--- config.mk ---
export PLATFORM = sky130hd
export DESIGN_NAME = gpc_cell
export DESIGN_NICKNAME = d
export VERILOG_FILES = /design/src/design/gpc_pkg.sv /design/src/design/gpc_cell.sv
export SDC_FILE = /design/constraint.sdc
export NUM_CORES = 1
export LEC_CHECK = 0
export BUFFER_PORTS_ARGS = -buffer_cell sky130_fd_sc_hd__buf_2
export CAP_MARGIN = 10
export CORE_MARGIN = 5
export CORE_UTILIZATION = 29
export DETAILED_ROUTE_END_ITERATION = 10
export PLACE_DENSITY = 0.57
export SYNTH_ARGS = -nofsm -noshare
export SYNTH_HDL_FRONTEND = slang
export SYNTH_SLANG_ARGS = --single-unit
--- constraint.sdc ---
create_clock -name vclk -period 8.3
set_input_delay 0.83 -clock vclk [all_inputs]
set_output_delay 0.83 -clock vclk [all_outputs]
set_load 0.01 [all_outputs]
--- src/design/gpc_pkg.sv ---
// Shared constants, types and helpers for the grid path counter core.
// No dependencies; used by gpc_cell and the top level core.
package gpc_pkg;

    localparam int MAX_COLUMNS = 512;
    localparam int MAX_ROWS    = 512;
    localparam int COUNT_BITS  = 25;

    localparam int CFG_COUNT_BITS = 10;
    localparam int CFG_DATA_BITS  = 25;
    localparam int CFG_INDEX_BITS = 2;

    localparam int COL_POS_BITS = (MAX_COLUMNS > 1) ? $clog2(MAX_COLUMNS) : 1;
    localparam int ROW_POS_BITS = (MAX_ROWS > 1) ? $clog2(MAX_ROWS) : 1;
    localparam int COL_CMP_BITS =
        (COL_POS_BITS + 1 > CFG_COUNT_BITS) ? COL_POS_BITS + 1 : CFG_COUNT_BITS;
    localparam int ROW_CMP_BITS =
        (ROW_POS_BITS + 1 > CFG_COUNT_BITS) ? ROW_POS_BITS + 1 : CFG_COUNT_BITS;

    localparam logic [CFG_INDEX_BITS-1:0] REG_ROW_COUNT    = 2'd0;
    localparam logic [CFG_INDEX_BITS-1:0] REG_COLUMN_COUNT = 2'd1;
    localparam logic [CFG_INDEX_BITS-1:0] REG_MODULUS      = 2'd2;

    localparam logic [CFG_COUNT_BITS-1:0] ROW_COUNT_RESET    = 10'd1;
    localparam logic [CFG_COUNT_BITS-1:0] COLUMN_COUNT_RESET = 10'd1;
    localparam logic [COUNT_BITS-1:0]     MODULUS_RESET      = COUNT_BITS'(20170805);

    localparam logic [1:0] KIND_FREE    = 2'd0;
    localparam logic [1:0] KIND_BLOCKED = 2'd1;
    localparam logic [1:0] KIND_NO_TURN = 2'd2;

    // per-cell control carried from the accept stage to the update stage
    typedef struct packed {
        logic [1:0]              kind;
        logic [COL_POS_BITS-1:0] col;
        logic                    first_row;
        logic                    first_col;
        logic                    grid_end;
        logic                    single;
        logic                    fwd;
    } cell_info_t;

    typedef struct packed {
        logic [COUNT_BITS-1:0] down;
        logic [COUNT_BITS-1:0] right;
        logic [COUNT_BITS-1:0] result;
    } cell_out_t;

    function automatic logic [COUNT_BITS-1:0] mod_add(
        input logic [COUNT_BITS-1:0] a,
        input logic [COUNT_BITS-1:0] b,
        input logic [COUNT_BITS-1:0] m
    );
        logic [COUNT_BITS:0] s;
        s = {1'b0, a} + {1'b0, b};
        if (s >= {1'b0, m}) begin
            s = s - {1'b0, m};
        end
        return s[COUNT_BITS-1:0];
    endfunction

endpackage

--- src/design/gpc_cell.sv ---
// Per-cell update: picks the incoming counts, applies the cell kind, reduces sums.
// Depends on gpc_pkg.
module gpc_cell (
    input  gpc_pkg::cell_info_t              info,
    input  logic [gpc_pkg::COUNT_BITS-1:0]   mem_above,
    input  logic [gpc_pkg::COUNT_BITS-1:0]   last_down,
    input  logic [gpc_pkg::COUNT_BITS-1:0]   left,
    input  logic [gpc_pkg::COUNT_BITS-1:0]   modulus,
    output gpc_pkg::cell_out_t               res
);

    logic [gpc_pkg::COUNT_BITS-1:0] from_above;
    logic [gpc_pkg::COUNT_BITS-1:0] from_left;
    logic [gpc_pkg::COUNT_BITS-1:0] sum;

    always_comb begin
        if (info.first_row && info.first_col) begin
            // start cell is entered once, moving down
            from_above = gpc_pkg::COUNT_BITS'(1);
            from_left  = '0;
        end else begin
            if (info.first_row) begin
                from_above = '0;
            end else if (info.fwd) begin
                from_above = last_down;
            end else begin
                from_above = mem_above;
            end
            from_left = info.first_col ? '0 : left;
        end

        sum = gpc_pkg::mod_add(from_above, from_left, modulus);

        case (info.kind)
            gpc_pkg::KIND_BLOCKED: begin
                res.down  = '0;
                res.right = '0;
            end
            gpc_pkg::KIND_NO_TURN: begin
                res.down  = from_above;
                res.right = from_left;
            end
            default: begin
                res.down  = sum;
                res.right = sum;
            end
        endcase

        if (info.single) begin
            res.result = gpc_pkg::COUNT_BITS'(1);
        end else if (info.kind == gpc_pkg::KIND_BLOCKED) begin
            res.result = '0;
        end else begin
            res.result = sum;
        end
    end

endmodule

* Word-level counts from Yosys, hierarchy flattened *
Cells that the tools add are included.

word-level totals
  bits in registers = 0
  input port bits = 116
  output and inout bits = 75
  word-level logic and storage cells = 15

cells by class
  add/subtract/negate cells = 2
  magnitude comparators = 1
  equal/unequal tests = 2
  muxes and demuxes = 9
  reduce and logical (&&, ||, !) cells = 1

operators by type and width
  cell                                                 count
  2-to-1 mux 25 bit                                    8
  one-hot mux 50 bit (2 select lines)                  1
  adder 25 x 25 -> 26 bit                              1
  greater-or-equal comparator 26 x 25 -> 1 bit         1
  subtractor 25 bit                                    1
  equality test 2 x 1 -> 1 bit, second input constant  1
  equality test 2 bit, second input constant           1
  logical AND 1 bit                                    1

* Logic depth before layout (Yosys ltp) *
  depth after elaboration = 8
  depth in mapped cells = 24
  mapped depth without buffers = 21

* Worst setup path after synthesis *
OpenSTA, ideal clock, no wires.

  kind = input to output
  from = input info[0] in the netlist's numbering
  to = output res[12] in the netlist's numbering
  arrival time = 6.199 ns
  required time = 7.470 ns
  path slack = 1.271 ns
  cell stages on the path = 23
  buffers on the path = 4
  cells stage by stage = clkbuf_1 clkbuf_1 mux2i_1 nor2_1 ha_1 a211o_1 a21o_1 o311a_1 or4_4 a31o_1 a21oi_2 xnor2_1 ha_1 nand4_1 or3_1 or4_1 nand2_1 o21ai_0 nand3_1 a31oi_2 buf_6 buf_6 o41ai_1

RTL lines
  what         line           RTL
  from (decl)  gpc_cell.sv:4  input gpc_pkg::cell_info_t info,
  to (decl)    gpc_cell.sv:9  output gpc_pkg::cell_out_t res

==> out/results.ini <==
[run_status]
status = finished, final reports clean

[layout]
fillers = 1512
design.seq.count = 0
num-clock-buffers = 0
seq_area_um2 = 0
drive_gt1_share_pct = 27.0
utilization_pct = 37.0
antenna_cells = 0
area_growth_pct = 26.8
nets = 923

[placement]
portBuffers = 181
pre_cts_ws_ns = 0.761
place_congestion = 0.870
hpwl_um = 13100

[synthesis]
synth_common_cells = nor2_1, nand2_1, ha_1, o21ai_0, mux2i_1
synth_warnings = 0
synthTopCellsByArea = ha_1, mux2i_1, nor2_1
yosysMostFrequentCell = nor2_1
yosysTopAreaCell = ha_1
syn-cell-area_um2 = 4000
synth_cells = 590
synth_top_area_share_pct = 16.3
yosysUniqueCellTypes = 66
avgSynthCellArea_um2 = 6.79
synth_fp_nets = 760
ys_seq_area_share_pct = 0

[timing]
worst_slew_pin_slew_ns = 1.15
setup_slack_ns = 0.733
hold_viol = 0
period_minus_slack_ns = 7.57
rsz0062_at_grt = false
setup_viol = 0
finalCritPeriodShare_pct = 91.2
slew_headroom_pct = 23.0
setup_tns_ns = 0
slew_violations = 0
clock.fmax_mhz = 132

[setup_path]
worstPathMaxFanout = 22
start_kind = input pin
required_ns = 7.47
crit_arrival_ns = 6.74
cp-end-kind = output pin
path_class = in2out

[floorplan]
die_area_um2 = 16300
die_w_um = 128
start_util_pct = 29.2
io_pins = 191
die_h_um = 128
core_um2 = 13700
num_rows = 43

[global_routing]
grtUsageTotal_pct = 17.7
grt_overflow = 0
grt_max_degree = 40
grt_pass1_vias = 4529
antenna_found_initial = 0
grt_pass1_wl_um = 23800

[clock_tree]
postCtsHoldBufs = 0
post_cts_resized = 0
cts_setup_buffers = 0

[detailed_routing]
wire_per_inst_um = 16.4
via_count = 4788
drc = 0
antenna_left = 0
via_per_inst = 5.14
drt_iter0_drc = 261
dr.pass1.iters = 5
routed_wl_um = 15300

[pwr]
peakVddDrop_mv = 0.0279
p_leak_nw = 2.77
power_density_nw_per_um2 = 130

[flow_run]
drv_cap = 0

[min_path]
hold_path_class = in2out

## critical path, cell delays in order
cell and delay, ns:
buf_2 0.35, mux2i_1 0.27, o21ai_0 0.18, ha_1 0.32, a211o_1 0.34, a21o_1 0.19
o311a_1 0.31, or4_4 0.42, a31o_1 0.23, a21oi_2 0.14, xnor2_1 0.19, ha_1 0.35
and3_1 0.19, a311oi_1 0.32, o211ai_1 0.24, nand3_1 0.16, nand3_1 0.15, a31oi_4 0.41
buf_12 0.24, mux2i_1 0.41, a2bb2o_1 0.32, buf_2 0.15
## final timing paths
path | depth (start not counted) | end | slack, ns | startpoint
max | 22 | res[33] | 0.73 | info[0]
min | 3 | res[0] | 2.00 | info[1]
## layout by cell type, fill, tap and decap left out, types with 3 or more instances in the layout
cell type	synthesis	routed
o21ai_1	13	13
o2bb2ai_1	4	4
nand3_1	7	7
xnor2_1	25	25
nand4_1	5	5
a21oi_1	32	32
a21boi_0	7	7
buf_4	1	3
mux2_2	5	5
a31oi_1	4	4
a311oi_1	3	3
or2_2	3	3
ha_1	52	52
nor2_1	66	66
inv_1	36	36
nand2b_1	4	4
nand2_1	56	56
or3_1	4	4
mux2i_1	43	43
and3_1	4	4
nor2b_1	30	30
o21bai_1	4	4
and2_1	10	10
a32oi_1	3	3
a211oi_1	7	7
o21ai_0	45	45
xor2_1	14	14
a21o_1	16	16
nor4_1	3	3
o21a_1	7	7
buf_2	0	181
a22o_1	11	11
o31ai_1	4	4
## layer usage
layer / GRT usage, % / vias up / wire [um]
met3: 1.80 / 8 / 942
li1: - / 2467 / -
met5: 0 / - / 0
met4: 1.77 / 0 / 170
met2: 29.4 / 138 / 6750
met1: 25.7 / 2175 / 7410
## cell families (layout without fill, tap and decap cells)
group | count (synthesis) | count (layout) | share of synthesized area [%]
adders and majority gates | 54 | 54 | 17.2
and+or+nand+nor | 204 | 204 | 24.5
xor gates and xnor gates | 39 | 39 | 8.53
muxes | 49 | 49 | 12.5
AOI/OAI and AO/OA | 184 | 184 | 31.1
buffers and inverters | 60 | 221 | 6.09
## through the flow
stage / std cells / instance area, um^2 / hold WS [ns] / total power, mW
detailed placement: 931 / 5080 / 2.00 / 0.661
global route: 931 / 5080 / 2.01 / 0.731
global placement: 931 / 5080 / 1.98 / 0.659
finish: 931 / 5080 / 2.00 / 0.663
CTS: 931 / 5080 / 2.00 / 0.664
floorplan: 590 / 4000 / 1.79 / 0.441
## power by group
| group | leakage (nW) | switching (mW) | total (mW) | internal [mW] |
|---|---|---|---|---|
| Clock | 0 | 0 | 0 | 0 |
| Combinational | 2.77 | 0.389 | 0.663 | 0.274 |
| Sequential | 0 | 0 | 0 | 0 |
## layout make-up
type                            instances  area, um^2  share of cell area [%]
Inverter                               36         135                    2.66
Multi-Input combinational cell        530        3770                    74.2
Tap cell                              180         225                    4.44
Timing Repair Buffer                  185         948                    18.7
Power figures use the tool's default switching activity.
