==> src/design/gpc_ram.sv <==
// Generic single-port-write, single-port-read RAM with registered read data.
// No dependencies.
module gpc_ram #(
    parameter int WIDTH = 8,
    parameter int DEPTH = 16
) (
    input  logic                     aclk,
    input  logic                     wr_en,
    input  logic [$clog2(DEPTH)-1:0] wr_addr,
    input  logic [WIDTH-1:0]         wr_data,
    input  logic                     rd_en,
    input  logic [$clog2(DEPTH)-1:0] rd_addr,
    output logic [WIDTH-1:0]         rd_data
);

    logic [WIDTH-1:0] mem [DEPTH];
    logic [WIDTH-1:0] rd_data_reg;

    always_ff @(posedge aclk) begin
        if (wr_en) begin
            mem[wr_addr] <= wr_data;
        end
        if (rd_en) begin
            rd_data_reg <= mem[rd_addr];
        end
    end

    assign rd_data = rd_data_reg;

endmodule

==> config.mk <==
export PLATFORM = sky130hd
export DESIGN_NAME = gpc_ram
export DESIGN_NICKNAME = d
export VERILOG_FILES = /design/src/design/gpc_ram.sv
export SDC_FILE = /design/constraint.sdc
export NUM_CORES = 1
export LEC_CHECK = 0
export BUFFER_PORTS_ARGS = -buffer_cell sky130_fd_sc_hd__buf_4
export CAP_MARGIN = 30
export CORE_MARGIN = 5
export CORE_UTILIZATION = 35
export DETAILED_ROUTE_END_ITERATION = 6
export PLACE_DENSITY = 0.6
export SLEW_MARGIN = 20
export SYNTH_ARGS = -nofsm -noshare
export SYNTH_HDL_FRONTEND = slang
export SYNTH_SLANG_ARGS = --single-unit
==> constraint.sdc <==
create_clock -name aclk -period 3.4 [get_ports aclk]
set_input_delay 0.17 -clock aclk [delete_from_list [all_inputs] [get_ports aclk]]
set_output_delay 0.17 -clock aclk [all_outputs]
set_load 0.02 [all_outputs]
Yosys cells after proc, flatten, opt, wreduce, memory -nomap -nowiden --
Memory sizes are Yosys's and may differ from the RTL's. A register that Yosys moved wholly into a read port is not among the register bits. Index checks and enable logic that the tools add are counted.
Word-level totals: memory bits (writable) 128, input bits 19, word-level logic and storage cells 3, register bits 0, memories 1, output and inout bits 8
Cells by class: muxes and demuxes 2
Memory list:
- mem | depth 16, width 8, read ports 1, clocked after memory_dff 1, write ports 1, line 16 | logic [WIDTH-1:0] mem [DEPTH];
Operator list (count):
- 2-to-1 mux 1 bit | 2

Depth between registers and ports, before layout --
Gate-level depths: netlist of run 1.
depth in word-level cells 2, depth in mapped cells 5, gate-level depth less buffers 3

Worst setup path before layout of run 1 --
Ideal clock, no wire load.
kind in2reg, start point input port wr_addr[2], end point memory mem[0][0], enable pin, data arrival time 1.280 ns, required time 3.017 ns, path slack 1.737 ns, path buffers 0, stages on the path 2, library setup time 0.383 ns, cell sequence or3b_2 -> nor3_1
RTL lines:
- start, declared | line 9 | input logic [$clog2(DEPTH)-1:0] wr_addr,
- end, declared | line 16
No word-level cell before the write port.

==> results of run 1 <==
-- worst min path at each step --
stage                          start          to  cells after the start
after floorplan           wr_data[0]   mem[0][0]                      0
after global placement    wr_data[7]   mem[6][7]                      1
after detailed placement  wr_data[6]   mem[0][6]                      1
after CTS                 wr_data[6]   mem[2][6]                      1
after global routing      wr_data[6]   mem[2][6]                      1
final                          rd_en  rd_data[2]                      1
-- power breakdown --
group,switching (mW),internal [mW]
clock network,0.668,1.14
logic,0.107,0.0763
registers,0.0100,1.89
total,0.785,3.11
-- cells by family (layout without fill, tap and decap cells) --
logic type      Yosys count  count (layout)  synth area share
mux                      32              32             0.148
simple gates             35              35            0.0314
compound gates           16              16            0.0230
buf+inv                  10              61            0.0165
flops                   136             136             0.781
-- layout by cell type, fill, tap and decap left out --
cell and instances:
edfxtp_1 136, buf_4 30, mux4_2 18, clkbuf_16 17
a22oi_1 16, mux4_1 14, nor2_1 13, nand2_1 9
clkinvlp_4 6, nor3_1 3, bufinv_16 3, nand3b_1 2
nand2b_1 2, clkinv_1 2, nor2b_1 1, and2_1 1
and2b_1 1, nand3_1 1, nor3_2 1, or3b_2 1
clkinv_4 1, clkinv_2 1, clkbuf_1 1
-- critical path: stages --
cell,delay (ns)
buf_4,0.48
mux4_1,0.64
a22oi_1,0.32
nand2_1,0.11
-- layout make-up --
type                    count  share of cell area
multi-input cells          83               0.172
flip-flops and latches    136               0.660
clock inverters            13              0.0253
well taps                 184              0.0372
clock buffers              18              0.0694
repair buffers             30              0.0364
-- layer usage --
metal,global-route usage,vias to the layer above
met2,0.172,76
li1,-,1061
met5,0,-
met1,0.169,1236
met3,0.0351,15
met4,0.0532,0
-- stage by stage --
| stage | utilization | hold slack (ns) | cells | setup slack, ns |
|---|---|---|---|---|
| final | 0.424 | 0.0632 | 464 | 1.82 |
| after CTS | 0.424 | 0.0525 | 463 | 1.80 |
| after floorplan | - | 0.269 | 229 | 1.74 |
| after global placement | 0.383 | 0.475 | 432 | 1.39 |
| after detailed placement | 0.383 | 0.484 | 432 | 1.37 |
| after global routing | 0.424 | 0.0630 | 464 | 1.69 |
==> reports/summary.txt, run 1 <==
Via density -> 5.15
overflow left after global routing -> 0
crit path DAT -> 1.74 ns
synthesized flop and latch total -> 136
Synth Area per Inst -> 22.8 sq um
Tmin final -> 1.58 ns
RSZ-0062 raised after global routing -> false
Starting Density -> 0.358
hold_buf cts -> 0
placed wire-length estimate -> 6430 um
cell area after synthesis -> 5230 sq um
top post-synthesis cells by area -> edfxtp_1 78%, mux4_2 7.8%, mux4_1 7.0%
die area -> 17,500 sq um
first-pass GRT wire length -> 15,200 um
setup TNS -> 0 ns
met1 wire length -> 4770 um
crit end category -> flop
Reg clk slew, reported paths -> 0.06 ns
nets@finish -> 287
post-cts resize count -> 0
Synth area leader -> edfxtp_1
crit share post-route -> 0.465
total power draw -> 3.89 mW
Syn Inst Count -> 229
clock latency on the worst-skew pair -> 0.41 ns
Worst EP required -> 3.56 ns
RR Startpoint -> mem[2][2]
EDFF count, synth -> 136
most frequent cell after synthesis -> edfxtp_1
TritonCTS clock tree -> done
drt drc -> 0
final WL -> 10,100 um
num ports -> 27
Setup crit start -> rd_addr[0]
Final ANT Viol Nets -> 0
Worst Path Max Fanout -> 32
Die Y -> 132 um
pin count of the biggest net entering global routing -> 33
CP Class -> input port to flop
sequential area share after synthesis -> 0.781
Cell Pwr Density -> 629 nW/um^2
relative slew slack -> 0.375
clk sinks -> 136
H-tree Lvls -> 4
DIE WIDTH -> 132 um
met2 wire length -> 4610 um
R2R Setup Slk -> 1.86 ns
port bufs -> 26
Antenna Cells -> 0
Hold WC Path Type -> input port to flop
core area -> 14,600 sq um
worst reg-to-reg path cell count -> 3
max reg flops -> 128
gr usage total -> 0.120
Pleak -> 2.02 nW
Peak Freq -> 0.632 GHz
VDD IR max -> 0.437 mV
final instance area -> 6190 sq um
max-cap viol count -> 0
RR Endpoint -> rd_data[2]
Reg area -> 4080 sq um
Pre-antenna DRT Iters -> 4
Placed Instance Area -> 5590 sq um
layout cells sized above 1 -> 0.279
Synth cell types -> 18
initial antenna violation count -> 0
DR WL met3 -> 538 um
outcome -> complete, no violations
total CTS buffers -> 17
DRT iter0 DRCs -> 188
Clock Tree Root -> clkbuf_16
Post-CTS Setup Inserts -> 0
share of the synthesized area in the top cell type -> 0.781
element type at the critical path start -> input port
# fillers -> 1,241
vias in the first global route -> 2,427
Net Count, Synth -> 248
crit path to -> rd_data[2]
drt wl/cell -> 21.8 um
most frequent cells after synthesis -> 136 x edfxtp_1, 18 x mux4_2, 16 x a22oi_1
CTS Buffer Depth -> 2
Worst Skew -> 0.00770 ns
final setup fails -> 0
final hold violations -> 0
FFs w/ async S/R, synth -> 0
RePlAce Congestion -> 0.711
Core Rows -> 44
Layout area overhead -> 18.4%
Top FF cell, synth -> edfxtp_1
Yosys warnings -> 0
uppermost layer routed -> met4
Slew Limit Fails -> 0
Slew @ Worst Pin -> 0.933 ns
vias -> 2,388
area of the multi-input gates -> 1060 sq um
No activity file was read; power rests on OpenSTA's default activity.
==> inputs of run 2 (changes only) <==
==> constraint.sdc (replaced) <==
create_clock -name aclk -period 1.5 [get_ports aclk]
set_input_delay 0.075 -clock aclk [delete_from_list [all_inputs] [get_ports aclk]]
set_output_delay 0.075 -clock aclk [all_outputs]
set_load 0.02 [all_outputs]
==> reports/summary.txt, run 2 (same netlist as run 1, synthesis figures left out) <==
outcome -> complete, no violations
# fillers -> 1,239
Antenna Cells -> 0
Peak Freq -> 0.686 GHz
H-tree Lvls -> 4
Core Rows -> 44
num ports -> 27
clk sinks -> 136
pin count of the biggest net entering global routing -> 19
Via density -> 5.02
TritonCTS clock tree -> done
sw frac -> 0.195
Hold WC Path Type -> input port to flop
element type at the critical path start -> flop
nets@finish -> 315
Tmin final -> 1.46 ns
DRT iter0 DRCs -> 189
worst setup margin -> 0.0417 ns
Die Y -> 132 um
Reg area -> 4080 sq um
crit path cell chain -> mux4_1 > a22oi_2 > nand2_2
final WL -> 10,100 um
Worst Path Max Fanout -> 1
CTS Buffer Depth -> 2
clock latency on the worst-skew pair -> 0.41 ns
Reg clk slew, reported paths -> 0.06 ns
VDD IR max -> 1.03 mV
total CTS buffers -> 17
Placed Instance Area -> 5780 sq um
Post-CTS Setup Inserts -> 0
pre-CTS setup slack -> -0.143 ns
Cell Pwr Density -> 1330 nW/um^2
commonest non-fill, non-tap cells in the layout -> 136 x edfxtp_1, 46 x buf_4, 18 x mux4_2, 17 x clkbuf_16, 14 x mux4_1
Crit path largest cell delay -> 0.51 ns
switching power -> 1.67 mW
Buf+Inv Stages, Crit Path -> 0
overflow left after global routing -> 0
CP Class -> flop to flop
DIE WIDTH -> 132 um
RSZ-0062 raised after global routing -> true
Worst EP required -> 1.65 ns
part of the power in registers -> 0.503
die area -> 17,500 sq um
Layout area overhead -> 23.2%
drt wl/cell -> 20.5 um
Layout Cells excl Fill -> 493
area of the multi-input gates -> 1080 sq um
Max stage delay cell, worst path -> mux4_1
max-cap viol count -> 0
placed wire-length estimate -> 6630 um
initial antenna violation count -> 0
first-pass GRT wire length -> 15,700 um
crit end category -> flop
port bufs -> 26
Final ANT Viol Nets -> 0
Comb pwr share -> 0.055
gr usage total -> 0.123
RePlAce Congestion -> 0.743
layout cells sized above 1 -> 0.320
Slew @ Worst Pin -> 0.830 ns
relative slew slack -> 0.445
final instance area -> 6440 sq um
Pre-antenna DRT Iters -> 4
Starting Density -> 0.358
Clock Tree Root -> clkbuf_16
placed cells -> 452
drt drc -> 0
crit share post-route -> 0.972
hold slack -> 0.208 ns
max reg flops -> 128
vias in the first global route -> 2,652
total power draw -> 8.57 mW
clock power share -> 0.442
Worst Skew -> 0.00866 ns
Slew Limit Fails -> 0
Pleak -> 2.17 nW
vias -> 2,473
critical path's top delay family -> multiplexers
final hold violations -> 0
core area -> 14,600 sq um
P_int -> 6.90 mW
crit path DAT -> 1.61 ns
most common cell after layout, fill and taps aside -> edfxtp_1
final setup fails -> 0
[run 2: cell types whose count changed in the layout (fill, tap and decap cells not counted), sizes merged]
cell / delta
buf: +19
dlygate4sd3: +9
clkinv: +6
clkinvlp: -5
bufinv: -1
clkbuf: +1
[run 2: metrics by stage]
step	util	TNS (ns)
finish	0.441	0
global route	0.441	-0.000105
CTS	0.440	0
detailed placement	0.396	-0.507
global placement	0.396	-0.393
floorplan	-	0
[run 2: final timing paths]
path | start | endpoint | slack (ns) | cells after the start
worst min-delay path | wr_addr[1] | mem[0][1] | 0.21 | 3
worst max-delay path | mem[8][4] | rd_data[4] | 0.04 | 3
worst min register to register | mem[11][5] | rd_data[5] | 0.75 | 3
worst max register to register | mem[8][4] | rd_data[4] | 0.04 | 3
[run 2: power groups by stage]
| stage | Sequential, mW | Clock [mW] | Combinational, mW |
|---|---|---|---|
| global route | 4.31 | 4.04 | 0.514 |
| finish | 4.31 | 3.79 | 0.471 |
| floorplan | 4.40 | 0 | 0.216 |
| global placement | 4.38 | 0 | 0.445 |
| CTS | 4.31 | 3.88 | 0.478 |
| detailed placement | 4.39 | 0 | 0.454 |
[run 2: repair_timing]
action	4_1_cts	5_1_grt
endpoints found under the setup margin	2	3
gates resized for setup	2	3
endpoints found under the hold margin	136	0
pin swaps	1	1
hold buffers	9	0
[run 2: metal layers]
| metal | track usage | vias to the layer above | part of all wire |
|---|---|---|---|
| met5 | 0 | - | 0 |
| met4 | 0.0390 | 0 | 0.0088 |
| met3 | 0.0431 | 6 | 0.076 |
| met2 | 0.186 | 80 | 0.48 |
| met1 | 0.167 | 1273 | 0.44 |
| li1 | - | 1114 | - |
[run 2: cell type report]
class / count / share of cell area
repair buffers: 58 / 0.0770
flip-flops and latches: 136 / 0.634
multi-input cells: 83 / 0.168
clock inverters: 13 / 0.0173
well taps: 184 / 0.0358
clock buffers: 19 / 0.0672
[run 2: worst reg2reg max path, stage by stage (launching register included)]
cell	delay, ns
edfxtp_1	0.36
mux4_1	0.51
a22oi_2	0.23
nand2_2	0.10
==> inputs of run 3 (changes only) <==
--- a/config.mk
+++ b/config.mk
@@ -6,11 +6,12 @@
 export NUM_CORES = 1
 export LEC_CHECK = 0
 export BUFFER_PORTS_ARGS = -buffer_cell sky130_fd_sc_hd__buf_4
-export CAP_MARGIN = 30
 export CORE_MARGIN = 5
 export CORE_UTILIZATION = 35
 export DETAILED_ROUTE_END_ITERATION = 6
+export MAX_ROUTING_LAYER = met4
 export PLACE_DENSITY = 0.6
+export REMOVE_ABC_BUFFERS = 1
 export SLEW_MARGIN = 20
 export SYNTH_ARGS = -nofsm -noshare
 export SYNTH_HDL_FRONTEND = slang
==> reports/summary.txt, run 3 (same netlist as run 1, synthesis figures left out) <==
final WL -> 11,000 um
crit path DAT -> 1.61 ns
DIE WIDTH -> 132 um
Post-CTS Setup Inserts -> 0
nets@finish -> 320
most common cell after layout, fill and taps aside -> edfxtp_1
TritonCTS clock tree -> done
num ports -> 27
Worst Skew -> 0.00775 ns
crit share post-route -> 0.971
Slew @ Worst Pin -> 0.807 ns
Starting Density -> 0.358
crit path cell chain -> mux4_2 > a22oi_2 > nand2_1
final setup fails -> 0
Worst Path Max Fanout -> 1
Pre-antenna DRT Iters -> 5
Via density -> 5.05
gr usage total -> 0.135
initial antenna violation count -> 0
max-cap viol count -> 0
Die Y -> 132 um
vias in the first global route -> 2,674
final hold violations -> 0
vias -> 2,517
VDD IR max -> 0.834 mV
die area -> 17,500 sq um
Core Rows -> 44
Crit path largest cell delay -> 0.50 ns
Hold WC Path Type -> input port to flop
# fillers -> 1,217
CP Class -> flop to flop
Final ANT Viol Nets -> 0
crit end category -> flop
Cell Pwr Density -> 1330 nW/um^2
Peak Freq -> 0.686 GHz
final design utilization -> 0.444
total power draw -> 8.61 mW
port bufs -> 26
layout cells sized above 1 -> 0.328
clock latency on the worst-skew pair -> 0.41 ns
Antenna Cells -> 0
core area -> 14,600 sq um
Worst EP required -> 1.66 ns
total CTS buffers -> 17
DRT iter0 DRCs -> 274
overflow left after global routing -> 0
Slew Limit Fails -> 0
Layout area overhead -> 23.9%
placed wire-length estimate -> 7310 um
Pleak -> 2.18 nW
max reg flops -> 128
element type at the critical path start -> flop
CTS Buffer Depth -> 2
Max stage delay cell, worst path -> mux4_2
Tmin final -> 1.46 ns
pin count of the biggest net entering global routing -> 17
drt drc -> 0
critical path's top delay family -> multiplexers
Reg clk slew, reported paths -> 0.05 ns
RePlAce Congestion -> 0.775
clk sinks -> 136
relative slew slack -> 0.460
H-tree Lvls -> 4
first-pass GRT wire length -> 16,800 um
drt wl/cell -> 22.0 um
commonest non-fill, non-tap cells in the layout -> 136 x edfxtp_1, 51 x buf_4, 19 x mux4_2, 17 x clkbuf_16
outcome -> complete, no violations
Layout Cells excl Fill -> 498
Clock Tree Root -> clkbuf_16
Buf+Inv Stages, Crit Path -> 0
placed cells -> 457
## run 3: worst min-delay path, cell delays in order
cell and delay [ns]:
buf_4 0.12, nor3_1 0.05, buf_4 0.17
## run 3: path summary, 6_finish.rpt
path,depth (start not counted),slack (ns),start,endpoint
max,3,0.04,mem[3][7],rd_data[7]
min,3,0.18,wr_addr[0],mem[4][4]
max reg2reg,3,0.04,mem[3][7],rd_data[7]
min reg2reg,3,0.75,mem[14][5],rd_data[5]
## run 3: cell type report
class / count / area (sq um) / share of cell area
clock inverter: 13 / 111 / 0.0172
sequential: 136 / 4080 / 0.631
multi-input combinational: 83 / 1080 / 0.167
timing repair buffer: 63 / 533 / 0.0823
clock buffer: 19 / 433 / 0.0669
tap: 184 / 230 / 0.0356
## run 3: timing repair
item / in CTS / in global routing
gates resized for setup: 1 / 6
hold buffers: 9 / 0
endpoints found under the hold margin: 136 / 0
pin swaps: 0 / 0
endpoints found under the setup margin: 1 / 5
cloned: 0 / 0
## run 3: stage by stage
step                      worst slack (ns)  hold WS, ns  instance area [sq um]  TNS [ns]
after floorplan                    -0.0679        0.174                   5140    -0.543
after global placement              -0.145        0.378                   5810    -0.647
after detailed placement            -0.103        0.384                   5810    -0.580
after CTS                           0.0208        0.165                   6450         0
after global routing               -0.0349        0.189                   6470   -0.0349
final                               0.0433        0.180                   6470         0
## run 3: report_power, final
group / switching (mW) / internal, mW / leakage, nW
Sequential: 0.0235 / 4.28 / 1.24
Combinational: 0.260 / 0.230 / 0.689
Clock: 1.42 / 2.39 / 0.259
## run 3: per-layer routing
metal,wire [um],vias up,GRT usage,share of wire
met5,0,-,-,0
met4,118,0,0.0441,0.011
met3,728,11,0.0431,0.066
li1,-,1128,-,-
met2,5260,87,0.191,0.48
met1,4860,1291,0.187,0.44
